## src/lpm_pkg.sv

```systemverilog
`timescale 1ns / 1ps
package lpm_pkg;

  // Table sizing
  localparam int PREFIX_DEPTH = 4096;
  localparam int EXACT_DEPTH  = 4096;
  localparam int KEY_BYTES    = 16;

  localparam int KEY_W    = 128;
  localparam int LEN_W    = 5;
  localparam int LAT_W    = 15;
  localparam int LON_W    = 16;
  localparam int PLACE_W  = LAT_W + LON_W;
  localparam int PCNT_W   = $clog2(PREFIX_DEPTH + 1);
  localparam int XCNT_W   = $clog2(EXACT_DEPTH + 1);
  localparam int PIDX_W   = $clog2(PREFIX_DEPTH);
  localparam int XIDX_W   = $clog2(EXACT_DEPTH);
  localparam int SCAN_W   = (PCNT_W > XCNT_W) ? PCNT_W : XCNT_W;

  // Request codes
  localparam logic [1:0] REQ_CLEAR  = 2'd0;
  localparam logic [1:0] REQ_PREFIX = 2'd1;
  localparam logic [1:0] REQ_EXACT  = 2'd2;
  localparam logic [1:0] REQ_LOOKUP = 2'd3;

  // Result status codes
  localparam logic [1:0] ST_DONE  = 2'd0;
  localparam logic [1:0] ST_FULL  = 2'd1;
  localparam logic [1:0] ST_EMPTY = 2'd2;

  // Table select for a scan
  localparam logic SEL_EXACT  = 1'b0;
  localparam logic SEL_PREFIX = 1'b1;

  typedef struct packed {
    logic [PLACE_W-1:0] place;
    logic [LEN_W-1:0]   size;
    logic [KEY_W-1:0]   key;
  } entry_t;

  localparam int ENTRY_W = $bits(entry_t);

  typedef struct packed {
    logic       load;
    logic       clr_counts;
    logic       wr_prefix;
    logic       wr_exact_new;
    logic       wr_exact_hit;
    logic       scan_start;
    logic       scan_step;
    logic       scan_sel;
    logic       set_status;
    logic [1:0] status_code;
    logic       post;
  } cmd_t;

  typedef struct packed {
    logic [1:0] req;
    logic       len_zero;
    logic       prefix_full;
    logic       exact_full;
    logic       scan_done;
    logic       x_hit;
    logic       out_free;
  } sts_t;

  // Upper-case letters, zero bytes at or past len
  function automatic logic [KEY_W-1:0] fold_key(input logic [KEY_W-1:0] k,
                                                input logic [LEN_W-1:0] len);
    logic [KEY_W-1:0] r;
    logic [7:0] c;
    r = '0;
    for (int b = 0; b < KEY_W / 8; b++) begin
      c = k[8*b +: 8];
      if (LEN_W'(b) >= len) begin
        c = 8'h00;
      end else if (c >= 8'h61 && c <= 8'h7A) begin
        c = c - 8'h20;
      end
      r[8*b +: 8] = c;
    end
    return r;
  endfunction

  // Byte mask covering the first len bytes
  function automatic logic [KEY_W-1:0] key_mask(input logic [LEN_W-1:0] len);
    logic [KEY_W-1:0] r;
    r = '0;
    for (int b = 0; b < KEY_W / 8; b++) begin
      if (LEN_W'(b) < len) begin
        r[8*b +: 8] = 8'hFF;
      end
    end
    return r;
  endfunction

endpackage

```

## src/lpm_ctrl.sv

```systemverilog
`timescale 1ns / 1ps
module lpm_ctrl (
  input  logic          clk,
  input  logic          rst,
  input  logic          req_valid,
  output logic          req_stall,
  input  lpm_pkg::sts_t sts,
  output lpm_pkg::cmd_t cmd
);

  localparam logic [2:0] S_IDLE   = 3'd0;
  localparam logic [2:0] S_DECODE = 3'd1;
  localparam logic [2:0] S_XSCAN  = 3'd2;
  localparam logic [2:0] S_PSCAN  = 3'd3;
  localparam logic [2:0] S_FINISH = 3'd4;

  logic [2:0] state;
  logic [2:0] state_next;

  assign req_stall = (state != S_IDLE);

  always_ff @(posedge clk) begin
    if (rst) begin
      state <= S_IDLE;
    end else begin
      state <= state_next;
    end
  end

  // Sequencing of one request
  always_comb begin
    cmd        = '0;
    state_next = state;
    unique case (state)
      S_IDLE: begin
        if (req_valid) begin
          cmd.load   = 1'b1;
          state_next = S_DECODE;
        end
      end
      S_DECODE: begin
        state_next = S_FINISH;
        unique case (sts.req)
          lpm_pkg::REQ_CLEAR: begin
            cmd.clr_counts = 1'b1;
          end
          lpm_pkg::REQ_PREFIX: begin
            if (sts.len_zero) begin
              cmd.set_status  = 1'b1;
              cmd.status_code = lpm_pkg::ST_EMPTY;
            end else if (sts.prefix_full) begin
              cmd.set_status  = 1'b1;
              cmd.status_code = lpm_pkg::ST_FULL;
            end else begin
              cmd.wr_prefix = 1'b1;
            end
          end
          lpm_pkg::REQ_EXACT: begin
            if (sts.len_zero) begin
              cmd.set_status  = 1'b1;
              cmd.status_code = lpm_pkg::ST_EMPTY;
            end else begin
              cmd.scan_start = 1'b1;
              state_next     = S_XSCAN;
            end
          end
          default: begin
            if (!sts.len_zero) begin
              cmd.scan_start = 1'b1;
              state_next     = S_XSCAN;
            end
          end
        endcase
      end
      S_XSCAN: begin
        cmd.scan_step = 1'b1;
        cmd.scan_sel  = lpm_pkg::SEL_EXACT;
        if (sts.x_hit) begin
          cmd.wr_exact_hit = (sts.req == lpm_pkg::REQ_EXACT);
          state_next       = S_FINISH;
        end else if (sts.scan_done) begin
          if (sts.req == lpm_pkg::REQ_EXACT) begin
            if (sts.exact_full) begin
              cmd.set_status  = 1'b1;
              cmd.status_code = lpm_pkg::ST_FULL;
            end else begin
              cmd.wr_exact_new = 1'b1;
            end
            state_next = S_FINISH;
          end else begin
            cmd.scan_start = 1'b1;
            state_next     = S_PSCAN;
          end
        end
      end
      S_PSCAN: begin
        cmd.scan_step = 1'b1;
        cmd.scan_sel  = lpm_pkg::SEL_PREFIX;
        if (sts.scan_done) begin
          state_next = S_FINISH;
        end
      end
      S_FINISH: begin
        if (sts.out_free) begin
          cmd.post   = 1'b1;
          state_next = S_IDLE;
        end
      end
      default: begin
        state_next = S_IDLE;
      end
    endcase
  end

endmodule

```

## config.mk

```make
export PLATFORM = sky130hd
export DESIGN_NAME = lpm_ctrl
export DESIGN_NICKNAME = d
export VERILOG_FILES = /design/src/lpm_pkg.sv /design/src/lpm_ctrl.sv
export SDC_FILE = /design/constraint.sdc
export NUM_CORES = 1
export LEC_CHECK = 0
export ABC_AREA = 1
export BUFFER_PORTS_ARGS = -buffer_cell sky130_fd_sc_hd__buf_4
export CORE_AREA = 2 2 39 41
export DETAILED_ROUTE_END_ITERATION = 16
export DIE_AREA = 0 0 41 43
export GPL_TIMING_DRIVEN = 0
export PLACE_DENSITY = 0.7
export SLEW_MARGIN = 20
export SYNTH_ARGS = -nofsm -noshare
export SYNTH_HDL_FRONTEND = slang
export SYNTH_SLANG_ARGS = --single-unit
```

## constraint.sdc

```tcl
create_clock -name clk -period 2.31 [get_ports clk]
set_input_delay 0.462 -clock clk [delete_from_list [all_inputs] [get_ports clk]]
set_output_delay 0.462 -clock clk [all_outputs]
set_load 0.02 [all_outputs]
```

# Yosys cells after proc, flatten, opt, wreduce, memory -nomap -nowiden
# Cells that the tools add are included.
# op_classes
n_eq_ne	10
n_mux	40
reduce_logical	5
# op_table
operator	count
$mux 3	15
$mux 1	18
$pmux 3 s5	1
$pmux 3 s2	2
$eq 3x2->1 const B	2
$ne 2x2->1 const B	3
$mux 2	2
$pmux 2 s2	1
$reduce_and 4->1	1
$eq 3x1->1 const B	1
$eq 3x3->1 const B	1
$logic_not 3->1	1
$ne 3x3->1 const B	1
$reduce_bool 3->1	1
$eq 2x1->1 const B	1
$eq 2x2->1 const B	1
$logic_not 2->1	1
$pmux 1 s2	1
$reduce_or 2->1	1
# totals
input_bits	11
regBits	3
out_inout_bits	13

# Depth between registers and ports, before layout
# Gate-level depths: netlist of run 1.
# logic_depth
word_depth	5
mapped_depth	8

# Worst setup path after synthesis of run 1
# Ideal clock, no wire load.
# synth_timing
path_kind	input to output
from	input sts[6] (netlist name)
to	output cmd[8] (netlist name)
slack_ns	0.367
path_stages	4
path_buffers	0
t_required_ns	1.848
arrival_ns	1.481
path_cell_list	inv_1 -> ha_1 -> inv_1 -> nor4_1
# synth_lines
element	line_no	source
start, declared	lpm_ctrl.sv:7	input lpm_pkg::sts_t sts,
end, declared	lpm_ctrl.sv:8	output lpm_pkg::cmd_t cmd

==> flow_summary_export.csv, run 1 <==
group,metric,value,unit
final_layout,largest-register,"state",
die,die_h,43,um
clock_network,cts_tree,"yes",
power_and_ir_drop,seqPwrFrac,0.228,
clock_network,htreeDepth,1,
clock_network,clk_pin_slew_worst_paths,0.04,ns
flow_run,maxCapViolations,0,
sta,post-route-worst-setup-slack,0.379,ns
hold_path,hold_path_depth,2,
synth,synth_mux_area_frac,0,
die,die-width,41,um
final_layout,drive_gt1_frac,0.320,
worst_setup_path,worstRegToRegCells,5,
clock_network,clock-sinks,3,
synth,synth.net_count,86,
sta,max_clock_freq,518,MHz
synth,postSynthCellCount,70,
worst_setup_path,worstReg2RegEnd,"state[0]$_SDFFE_PP0P_",
grt,grt_pass1_wl,1530,um
grt,grt_usage,0.119,
final_layout,final_nets,114,
die,dieArea,1760,um2
detailed_routing,wl,969,um
detailed_routing,remaining_drc_errors,0,
detailed_routing,drtPass1Iterations,3,
clock_network,clockRootBuffer,"clkbuf_4",
final_layout,n_antenna_cell,0,
placed_design,dp_slack,0.412,ns
synth,ys_seq_area_frac,0.145,
die,num_rows,14,
final_layout,largest_reg_flops,3,
synth,avgSynthCellArea,5.93,um2
worst_setup_path,end_kind,"output port",
sta,period_needed,1.93,ns
worst_setup_path,cpPeakStageDelay,0.34,ns
synth,yosysWarnings,0,
power_and_ir_drop,comb_power_share,0.452,
synth,synth_compound_area_frac,0.127,
sta,max_slew_margin,0.822,
grt,antenna_found_initial,0,
die,initial_core_util,0.300,
sta,drv_slew,0,
final_layout,final_cells,113,
sta,hold_viol_final,0,
detailed_routing,postRouteAntennaNets,0,
power_and_ir_drop,peakVddDrop,0.299,mV
final_layout,final-seq-area,60.1,um2
placed_design,dp_hpwl,827,um
worst_setup_path,cp_max_fo,5,
die,io_pins,24,
final_layout,most-common-layout-cells,"23 x buf_4, 13 x inv_1, 13 x nor2_1, 12 x nand2_1, 8 x nand3_1",
synth,yosys-top-cells-area,"ha_1 15%, dfxtp_1 14%, inv_1 12%",
power_and_ir_drop,p_switching,115,uW
grt,grt_max_degree,7,
power_and_ir_drop,power_leakage,0.000345,uW
hold_path,hold_path_class,"input port to flop",
final_layout,final_cell_area,634,um2
synth,yosysUniqueCellTypes,18,
final_layout,n_fill_cell,153,
synth,yosys.area_share.simple,0.452,
final_layout,multiInputGateArea,303,um2
clock_network,post_cts_resized,0,
sta,grt_setup_unrepaired,"no",
worst_setup_path,cp.arrival,1.47,ns
placed_design,dp.cells,109,
detailed_routing,drt_iter0_drc,2,
worst_setup_path,cp_cell_sequence,"inv_1 -> nand2_1 -> nor2_1 -> nand4_1 -> o21ai_0 -> buf_4",
synth,synthXorXnorAreaFrac,0,
sta,setup_tns,0,ns
power_and_ir_drop,power.internal,177,uW
sta,finalSetupViolations,0,
sta,hold_ws,0.393,ns
worst_setup_path,required,1.85,ns
clock_network,post-cts-setup-buffers,0,
die,core,1380,um2
clock_network,cts_buffers,3,
hold_path,hold_path_startpoint,"rst",
hold_path,min_to,"state[2]$_SDFFE_PP0P_",
grt,overflow,0,
power_and_ir_drop,power.density,461,nW/um2
clock_network,clock_latency,0.24,ns
synth,synth_top_family_by_area,"simple AND/OR/NAND/NOR gates",
sta,skew,0.00661,ns
placed_design,port_buffers,23,
power_and_ir_drop,clkPwrFrac,0.320,
grt,grt_pass1_vias,391,
synth,yosysTopAreaCellShare,0.151,
sta,worstMarginPinSlew,0.265,ns
clock_network,hold_buffers,0,
synth,syn_area,415,um2
detailed_routing,avgRoutedWirePerCell,8.58,um
sta,timing.final.crit_share,0.836,
clock_network,cts.path.max_buffers,2,
worst_setup_path,critPathKind,"flop to output port",
worst_setup_path,crit_slowest_cell,"dfxtp_1",
placed_design,place.gp.congestion,0.710,
synth,synth-seq-cells,3,
worst_setup_path,r2r_setup_slack,1.20,ns
synth,yosysTopAreaCell,"ha_1",
placed_design,dpl_cell_area,608,um2
final_layout,largest_registers,"state x3",
final_layout,final_common_cell,"buf_4",
final_layout,syn_to_final_growth,52.7,%
status,status,"completed",
detailed_routing,vias,515,
synth,synthAdderAreaFrac,0.151,
power_and_ir_drop,p_sw_frac,0.393,
worst_setup_path,reg2reg_from,"state[1]$_SDFFE_PP0P_",
worst_setup_path,startpoint_type,"flop",
detailed_routing,avgViaCountPerCell,4.56,
==> worst max-delay path by stage <==
stage                     slack [ns]      to             startpoint  depth (start not counted)
after floorplan                 0.37  cmd[8]                 sts[6]                          4
after global placement          0.46  cmd[8]                 sts[6]                          6
after detailed placement        0.41  cmd[3]                 sts[5]                          6
after CTS                       0.37  cmd[1]  state[2]$_SDFFE_PP0P_                          6
after global routing            0.20  cmd[1]  state[2]$_SDFFE_PP0P_                          6
final                           0.38  cmd[1]  state[2]$_SDFFE_PP0P_                          6
==> power by group through the flow <==
stage | Sequential [uW] | Clock, uW | Combinational, uW
after floorplan | 65.4 | 0 | 84.3
after global placement | 67.4 | 0 | 131
after detailed placement | 67.4 | 0 | 133
after CTS | 66.6 | 96.7 | 133
after global routing | 68.2 | 100 | 147
final | 66.6 | 93.6 | 132
==> cell families after synthesis <==
kind of cell / after synthesis
buffers and inverters: 14
AND/OR/NAND/NOR: 40
flip-flops: 3
AO/OA/AOI/OAI: 8
adder cells (fa/ha/maj): 5
==> stage by stage <==
stage | util | total power, uW
CTS | 0.458 | 297
floorplan | - | 150
global route | 0.458 | 315
detailed placement | 0.439 | 200
finish | 0.458 | 292
global placement | 0.439 | 199
==> synthesized netlist by cell type, drive strengths merged <==
cell type,count
inv,14
nor2,14
nand2,12
nand3,9
ha,5
dfxtp,3
o21ai,3
a21oi,2
nor4,2
a21boi,1
nand4,1
nor3b,1
o211ai,1
o22ai,1
or2,1
==> critical path: cells and delay by family, from the launching register on <==
kind,cells,cell delay (ns)
and+or+nand+nor,3,0.44
DFF,1,0.34
buffers and inverters,2,0.29
AOI/OAI and AO/OA,1,0.17
==> routing by layer <==
| metal | share of wire | track usage | wire (um) |
|---|---|---|---|
| met5 | 0 | 0 | 0 |
| met4 | 0.011 | 0.0400 | 11 |
| met3 | 0.064 | 0.0157 | 62 |
| met2 | 0.47 | 0.188 | 459 |
| met1 | 0.45 | 0.160 | 436 |
==> final cells by class <==
cell class	count	share of cell area
Inverter	14	0.0828
Tap cell	16	0.0316
Sequential cell	3	0.0947
Timing Repair Buffer	23	0.272
Multi-Input combinational cell	53	0.477
Clock buffer	4	0.0414
(Power assumes the default switching activity.)
==> inputs of run 2 (changes only) <==
--- a/config.mk
+++ b/config.mk
@@ -5,13 +5,13 @@
 export SDC_FILE = /design/constraint.sdc
 export NUM_CORES = 1
 export LEC_CHECK = 0
-export ABC_AREA = 1
+export ABC_AREA = 0
 export BUFFER_PORTS_ARGS = -buffer_cell sky130_fd_sc_hd__buf_4
 export CORE_AREA = 2 2 39 41
 export DETAILED_ROUTE_END_ITERATION = 16
 export DIE_AREA = 0 0 41 43
 export GPL_TIMING_DRIVEN = 0
-export PLACE_DENSITY = 0.7
+export PLACE_DENSITY = 0.73
 export SLEW_MARGIN = 20
 export SYNTH_ARGS = -nofsm -noshare
 export SYNTH_HDL_FRONTEND = slang
==> constraint.sdc (replaced) <==
create_clock -name clk -period 1.6 [get_ports clk]
set_input_delay 0.32 -clock clk [delete_from_list [all_inputs] [get_ports clk]]
set_output_delay 0.32 -clock clk [all_outputs]
set_load 0.02 [all_outputs]
==> run 2 against run 1 <==
Net effect:
- the flow now finishes with violations (negative setup slack)
- clock skew barely moved
- non-clock buffer count rose by 4
- area after synthesis rose by 2.1%
- worst setup slack got worse by 0.38 ns
- combinational power rose to 3.7 times the previous value
- highest routed layer unchanged
- critical path depth fell by 2
==> flow_summary_export.csv, run 2 <==
group,metric,value,unit
clock_network,hold_buffers,0,
synth,async_flop_share,0,
worst_setup_path,cp_max_fo,8,
worst_setup_path,end_kind,"output port",
power_and_ir_drop,power.density,1040,nW/um2
sta,finalSetupViolations,1,
final_layout,n_fill_cell,141,
clock_network,clockRootBuffer,"clkbuf_4",
clock_network,clk_pin_slew_worst_paths,0.04,ns
worst_setup_path,reg2reg_from,"state[0]$_SDFFE_PP0P_",
clock_network,clock_latency,0.25,ns
synth,synth_top_family_by_area,"simple AND/OR/NAND/NOR gates",
worst_setup_path,r2r_setup_slack,0.27,ns
detailed_routing,drtPass1Iterations,4,
synth,syn_area,424,um2
detailed_routing,drt_iter0_drc,3,
synth,synth_compound_area_frac,0.171,
final_layout,final_common_cell,"buf_4",
synth,yosys-top-cells-area,"ha_1 15%, dfxtp_1 14%, nor2_1 6.2%",
synth,synthAdderAreaFrac,0.147,
synth,synth_most_common_cell,"nor2_1",
sta,worstMarginPinSlew,0.359,ns
detailed_routing,remaining_drc_errors,0,
placed_design,dp_hpwl,885,um
worst_setup_path,worstReg2RegEnd,"state[2]$_SDFFE_PP0P_",
synth,synth-seq-cells,3,
grt,overflow,0,
detailed_routing,avgRoutedWirePerCell,12.4,um
clock_network,cts_tree,"yes",
synth,yosysTopAreaCellShare,0.147,
sta,timing.final.crit_share,1.00,
worst_setup_path,required,1.28,ns
synth,yosysWarnings,0,
final_layout,largest_registers,"state x3",
status,status,"complete, but fails checks",
clock_network,cts_buffers,3,
final_layout,drive_gt1_frac,0.529,
power_and_ir_drop,power_leakage,0.000342,uW
grt,grt_pass1_vias,466,
synth,ys_seq_area_frac,0.142,
die,num_rows,14,
final_layout,largest_reg_flops,3,
clock_network,clock-sinks,3,
power_and_ir_drop,finalPower,760,uW
grt,grt_max_degree,11,
sta,hold_viol_final,0,
hold_path,hold_path_class,"input port to flop",
worst_setup_path,worstRegToRegCells,4,
sta,drv_slew,0,
status,violations,"negative setup slack",
synth,synth_mux_area_frac,0.0501,
synth,synth_flop_cell,"dfxtp_1",
final_layout,n_antenna_cell,0,
synth,postSynthCellCount,57,
clock_network,htreeDepth,1,
placed_design,place.gp.congestion,0.735,
worst_setup_path,cp.arrival,1.28,ns
final_layout,largest-register,"state",
grt,grt_pass1_wl,1910,um
synth,yosysUniqueCellTypes,30,
die,die-width,41,um
sta,grt_setup_unrepaired,"yes",
synth,synth_edf_count,0,
worst_setup_path,critPathKind,"flop to output port",
die,dieArea,1760,um2
synth,synthXorXnorAreaFrac,0,
synth,synth.net_count,73,
placed_design,port_buffers,23,
synth,yosys.area_share.simple,0.428,
sta,period_needed,1.60,ns
final_layout,final_cell_area,733,um2
grt,antenna_found_initial,0,
die,initial_core_util,0.307,
detailed_routing,vias,527,
synth,yosysTopAreaCell,"ha_1",
synth,avgSynthCellArea,7.44,um2
synth,synthTopCellsByCount,"7 x nor2_1, 5 x ha_1, 4 x inv_1, 4 x nand3_1, 4 x o21ai_0",
sta,max_slew_margin,0.755,
clock_network,cts.path.max_buffers,2,
sta,skew,0.00688,ns
placed_design,dpl_cell_area,633,um2
detailed_routing,avgViaCountPerCell,5.12,
detailed_routing,postRouteAntennaNets,0,
final_layout,final_nets,104,
final_layout,syn_to_final_growth,72.9,%
flow_run,maxCapViolations,0,
power_and_ir_drop,peakVddDrop,0.296,mV
die,io_pins,24,
worst_setup_path,startpoint_type,"flop",
worst_setup_path,crit_start,"state[2]$_SDFFE_PP0P_",
final_layout,most-common-layout-cells,"25 x buf_4, 5 x nor2_1",
die,core,1380,um2
worst_setup_path,crit_path_end,"cmd[3]",
detailed_routing,wl,1280,um
sta,post-route-worst-setup-slack,-0.00423,ns
die,die_h,43,um
grt,grt_usage,0.167,
sta,max_clock_freq,623,MHz
hold_path,hold_path_depth,2,
==> run 2: cell types whose count changed in the layout (fill, tap and decap cells not counted), moves of 2 or more <==
| cell | delta |
|---|---|
| inv_1 | -11 |
| nand2_1 | -9 |
| nor2_1 | -8 |
| nand3_1 | -5 |
| o21ai_1 | +3 |
| buf_4 | +2 |
| buf_6 | +2 |
| dfxtp_1 | -2 |
| ha_1 | -2 |
| nand3b_1 | +2 |
| nor2b_1 | +2 |
| nor3_1 | +2 |
==> run 2: worst min-delay path by stage <==
stage	start	endpoint	slack (ns)
global placement	rst	state[1]$_SDFFE_PP0P_	0.53
CTS	rst	state[1]$_SDFFE_PP0P_	0.26
detailed placement	rst	state[1]$_SDFFE_PP0P_	0.53
finish	rst	state[1]$_SDFFE_PP0P_	0.27
global route	rst	state[1]$_SDFFE_PP0P_	0.27
floorplan	rst	state[1]$_SDFFE_PP0P_	0.39
==> run 2: layer usage <==
| layer | wire length (um) | vias to the layer above | track usage | share of wire |
|---|---|---|---|---|
| met5 | 0 | - | 0 | 0 |
| met4 | 42 | 0 | 0.140 | 0.033 |
| met3 | 89 | 4 | 0.0524 | 0.070 |
| met2 | 666 | 17 | 0.247 | 0.52 |
| met1 | 478 | 237 | 0.182 | 0.37 |
| li1 | - | 269 | - | - |
==> run 2: timing repair <==
action	in CTS	in global routing
buffers inserted	1	2
pin swaps	2	1
gates resized for setup	11	6
hold endpoints to repair	0	0
gates cloned	0	0
setup endpoints to repair	8	4
==> run 2: worst max-delay path: stages, from the launching register on <==
cell and delay (ns):
dfxtp_4 0.37, nor2_4 0.14, nand3_1 0.14, o31ai_2 0.21, buf_4 0.18
==> run 2: cell type report <==
type / count / area, um2 / share of cell area
flip-flops and latches: 3 / 65.1 / 0.0887
inverters: 4 / 17.5 / 0.0239
well taps: 16 / 20.0 / 0.0273
multi-input cells: 49 / 394 / 0.538
clock buffers: 4 / 26.3 / 0.0358
plain buffers: 1 / 11.3 / 0.0154
repair buffers: 26 / 199 / 0.271
==> run 2: logic make-up after synthesis <==
| group | Yosys count |
|---|---|
| simple gates | 31 |
| compound gates | 11 |
| buf+inv | 5 |
| fa+ha+maj | 5 |
| flops | 3 |
| mux | 2 |
==> run 2: per-stage QoR <==
step	setup WS [ns]	utilization	std cells	hold WS, ns	setup TNS (ns)
finish	-0.00423	0.530	103	0.266	-0.00423
global route	-0.0800	0.530	103	0.268	-0.200
CTS	0.00184	0.500	101	0.260	0
detailed placement	-0.0546	0.458	96	0.527	-0.0654
global placement	-0.0624	0.458	96	0.525	-0.0801
floorplan	0.0143	-	57	0.393	0
==> run 2: power by group <==
group          switching [uW]  internal, uW  total [uW]  leakage, uW
clock                    47.9          94.0         142    0.0000150
combinational             254           235         489     0.000301
sequential               28.8           101         130    0.0000258
==> inputs of run 3 (changes only) <==
--- a/config.mk
+++ b/config.mk
@@ -12,6 +12,7 @@
 export DIE_AREA = 0 0 41 43
 export GPL_TIMING_DRIVEN = 0
 export PLACE_DENSITY = 0.73
+export SETUP_SLACK_MARGIN = 0.05
 export SLEW_MARGIN = 20
 export SYNTH_ARGS = -nofsm -noshare
 export SYNTH_HDL_FRONTEND = slang
==> run 3 against run 2 <==
Net effect:
- the flow now finishes without violations
- clock skew fell by 0.0067 ns
- global-route usage down 0.33 points
- worst hold slack improved by 0.017 ns
- via count grew 2.3%
- critical path depth up 2
- clock-buffer cell count did not move
- utilization rose by 2.6 points
- worst setup slack better by 0.058 ns
- final area grew 4.9%
- non-clock buffer count is 4 higher
- sequential cell count is the same
- maximum frequency is 3.8% higher
- critical endpoint unchanged
==> flow_summary_export.csv, run 3 (synthesis gave the netlist of run 2 again) <==
group,metric,value,unit
detailed_routing,highest_layer,"met3",
grt,antenna_found_initial,0,
worst_setup_path,cp_cell_sequence,"buf_4 -> inv_2 -> ha_1 -> nand3_2 -> o31ai_2 -> buf_4",
clock_network,clockRootBuffer,"clkbuf_4",
clock_network,cts_tree,"yes",
sta,max_clock_freq,647,MHz
grt,grt_usage,0.164,
detailed_routing,wl_met1,513,um
worst_setup_path,required,1.28,ns
sta,finalSetupViolations,0,
placed_design,dpl_cell_area,633,um2
final_layout,final_common_cell,"buf_4",
sta,max_slew_margin,0.755,
final_layout,syn_to_final_growth,81.4,%
worst_setup_path,crit_slowest_cell,"ha_1",
grt,overflow,0,
power_and_ir_drop,finalPower,791,uW
clock_network,cts_buffers,3,
die,die-width,41,um
die,num_rows,14,
sta,skew,0.000195,ns
placed_design,port_buffers,23,
detailed_routing,postRouteAntennaNets,0,
die,io_pins,24,
grt,grt_pass1_wl,2020,um
worst_setup_path,startpoint_type,"input port",
final_layout,n_antenna_cell,0,
detailed_routing,remaining_drc_errors,0,
worst_setup_path,end_kind,"output port",
clock_network,hold_buffers,0,
worst_setup_path,crit_top_cell,"buf_4",
detailed_routing,wl,1320,um
die,initial_core_util,0.307,
grt,grt_max_degree,11,
worst_setup_path,cp.arrival,1.23,ns
power_and_ir_drop,power.density,1030,nW/um2
final_layout,final_cell_area,769,um2
final_layout,drive_gt1_frac,0.582,
sta,hold_viol_final,0,
sta,period_needed,1.55,ns
clock_network,clock_latency,0.23,ns
sta,timing.final.crit_share,0.966,
clock_network,htreeDepth,1,
power_and_ir_drop,peakVddDrop,0.349,mV
die,dieArea,1760,um2
grt,grt_pass1_vias,544,
placed_design,place.gp.congestion,0.724,
clock_network,cts.path.max_buffers,2,
detailed_routing,avgRoutedWirePerCell,12.3,um
die,core,1380,um2
die,die_h,43,um
final_layout,final_cells,107,
clock_network,clock-sinks,3,
detailed_routing,drt_iter0_drc,4,
detailed_routing,avgViaCountPerCell,5.04,
power_and_ir_drop,power_leakage,0.000361,uW
hold_path,hold_path_class,"input port to flop",
final_layout,largest-register,"state",
detailed_routing,wl_met3,56,um
final_layout,largest_reg_flops,3,
worst_setup_path,critPathBufInv,3,
worst_setup_path,cpPeakStageDelay,0.28,ns
sta,grt_setup_unrepaired,"yes",
final_layout,final_nets,108,
worst_setup_path,critPathKind,"input port to output port",
final_layout,n_fill_cell,142,
final_layout,most-common-layout-cells,"28 x buf_4, 5 x nor2_1",
final_layout,largest_registers,"state x3",
status,status,"completed",
clock_network,clk_pin_slew_worst_paths,0.04,ns
placed_design,dp_hpwl,999,um
sta,worstMarginPinSlew,0.358,ns
detailed_routing,drtPass1Iterations,5,
worst_setup_path,crit_family,"buffers and inverters",
sta,drv_slew,0,
final_layout,final_util,0.556,
detailed_routing,vias,539,
placed_design,dp.cells,96,
worst_setup_path,cp_max_fo,3,
flow_run,maxCapViolations,0,
detailed_routing,wl_met2,750,um
-- run 3: path summary, 6_finish.rpt --
path / from / end / slack, ns / depth (start not counted)
min: rst / state[1]$_SDFFE_PP0P_ / 0.28 / 2
max reg2reg: state[2]$_SDFFE_PP0P_ / state[2]$_SDFFE_PP0P_ / 0.14 / 4
min reg2reg: state[0]$_SDFFE_PP0P_ / state[1]$_SDFFE_PP0P_ / 0.65 / 3
max: sts[6] / cmd[3] / 0.05 / 6
-- run 3: where the power goes --
group / switching, uW / leakage (uW) / internal, uW
sequential: 27.4 / 0.0000264 / 103
clock: 42.2 / 0.0000150 / 93.7
combinational: 269 / 0.000320 / 255
total: 338 / 0.000361 / 453
-- run 3: layout make-up --
class	count	area (um2)	share of cell area
multi-input cells	49	399	0.519
repair buffers	30	226	0.294
flip-flops and latches	3	68.8	0.0894
clock buffers	4	26.3	0.0341
well taps	16	20.0	0.0260
inverters	4	17.5	0.0228
plain buffers	1	11.3	0.0146
-- run 3: per-layer routing --
layer | vias to the layer above | track usage
li1 | 275 | -
met1 | 244 | 0.168
met2 | 20 | 0.309
met3 | 0 | 0
met4 | 0 | 0.0800
met5 | - | 0
-- run 3: what timing repair did --
action,CTS,global route
setup buffers,6,0
setup endpoints to repair,9,6
resized for setup,17,3
gates cloned,0,1
pin swaps,8,2
-- run 3: stage by stage --
step | hold WS [ns] | setup WS, ns | TNS, ns
5_1_grt | 0.276 | -0.0360 | -0.0679
4_1_cts | 0.274 | 0.0495 | 0
6_report | 0.283 | 0.0541 | 0
3_3_place_gp | 0.524 | -0.0558 | -0.0678
2_1_floorplan | 0.393 | 0.0747 | 0
3_5_place_dp | 0.532 | -0.0470 | -0.0783
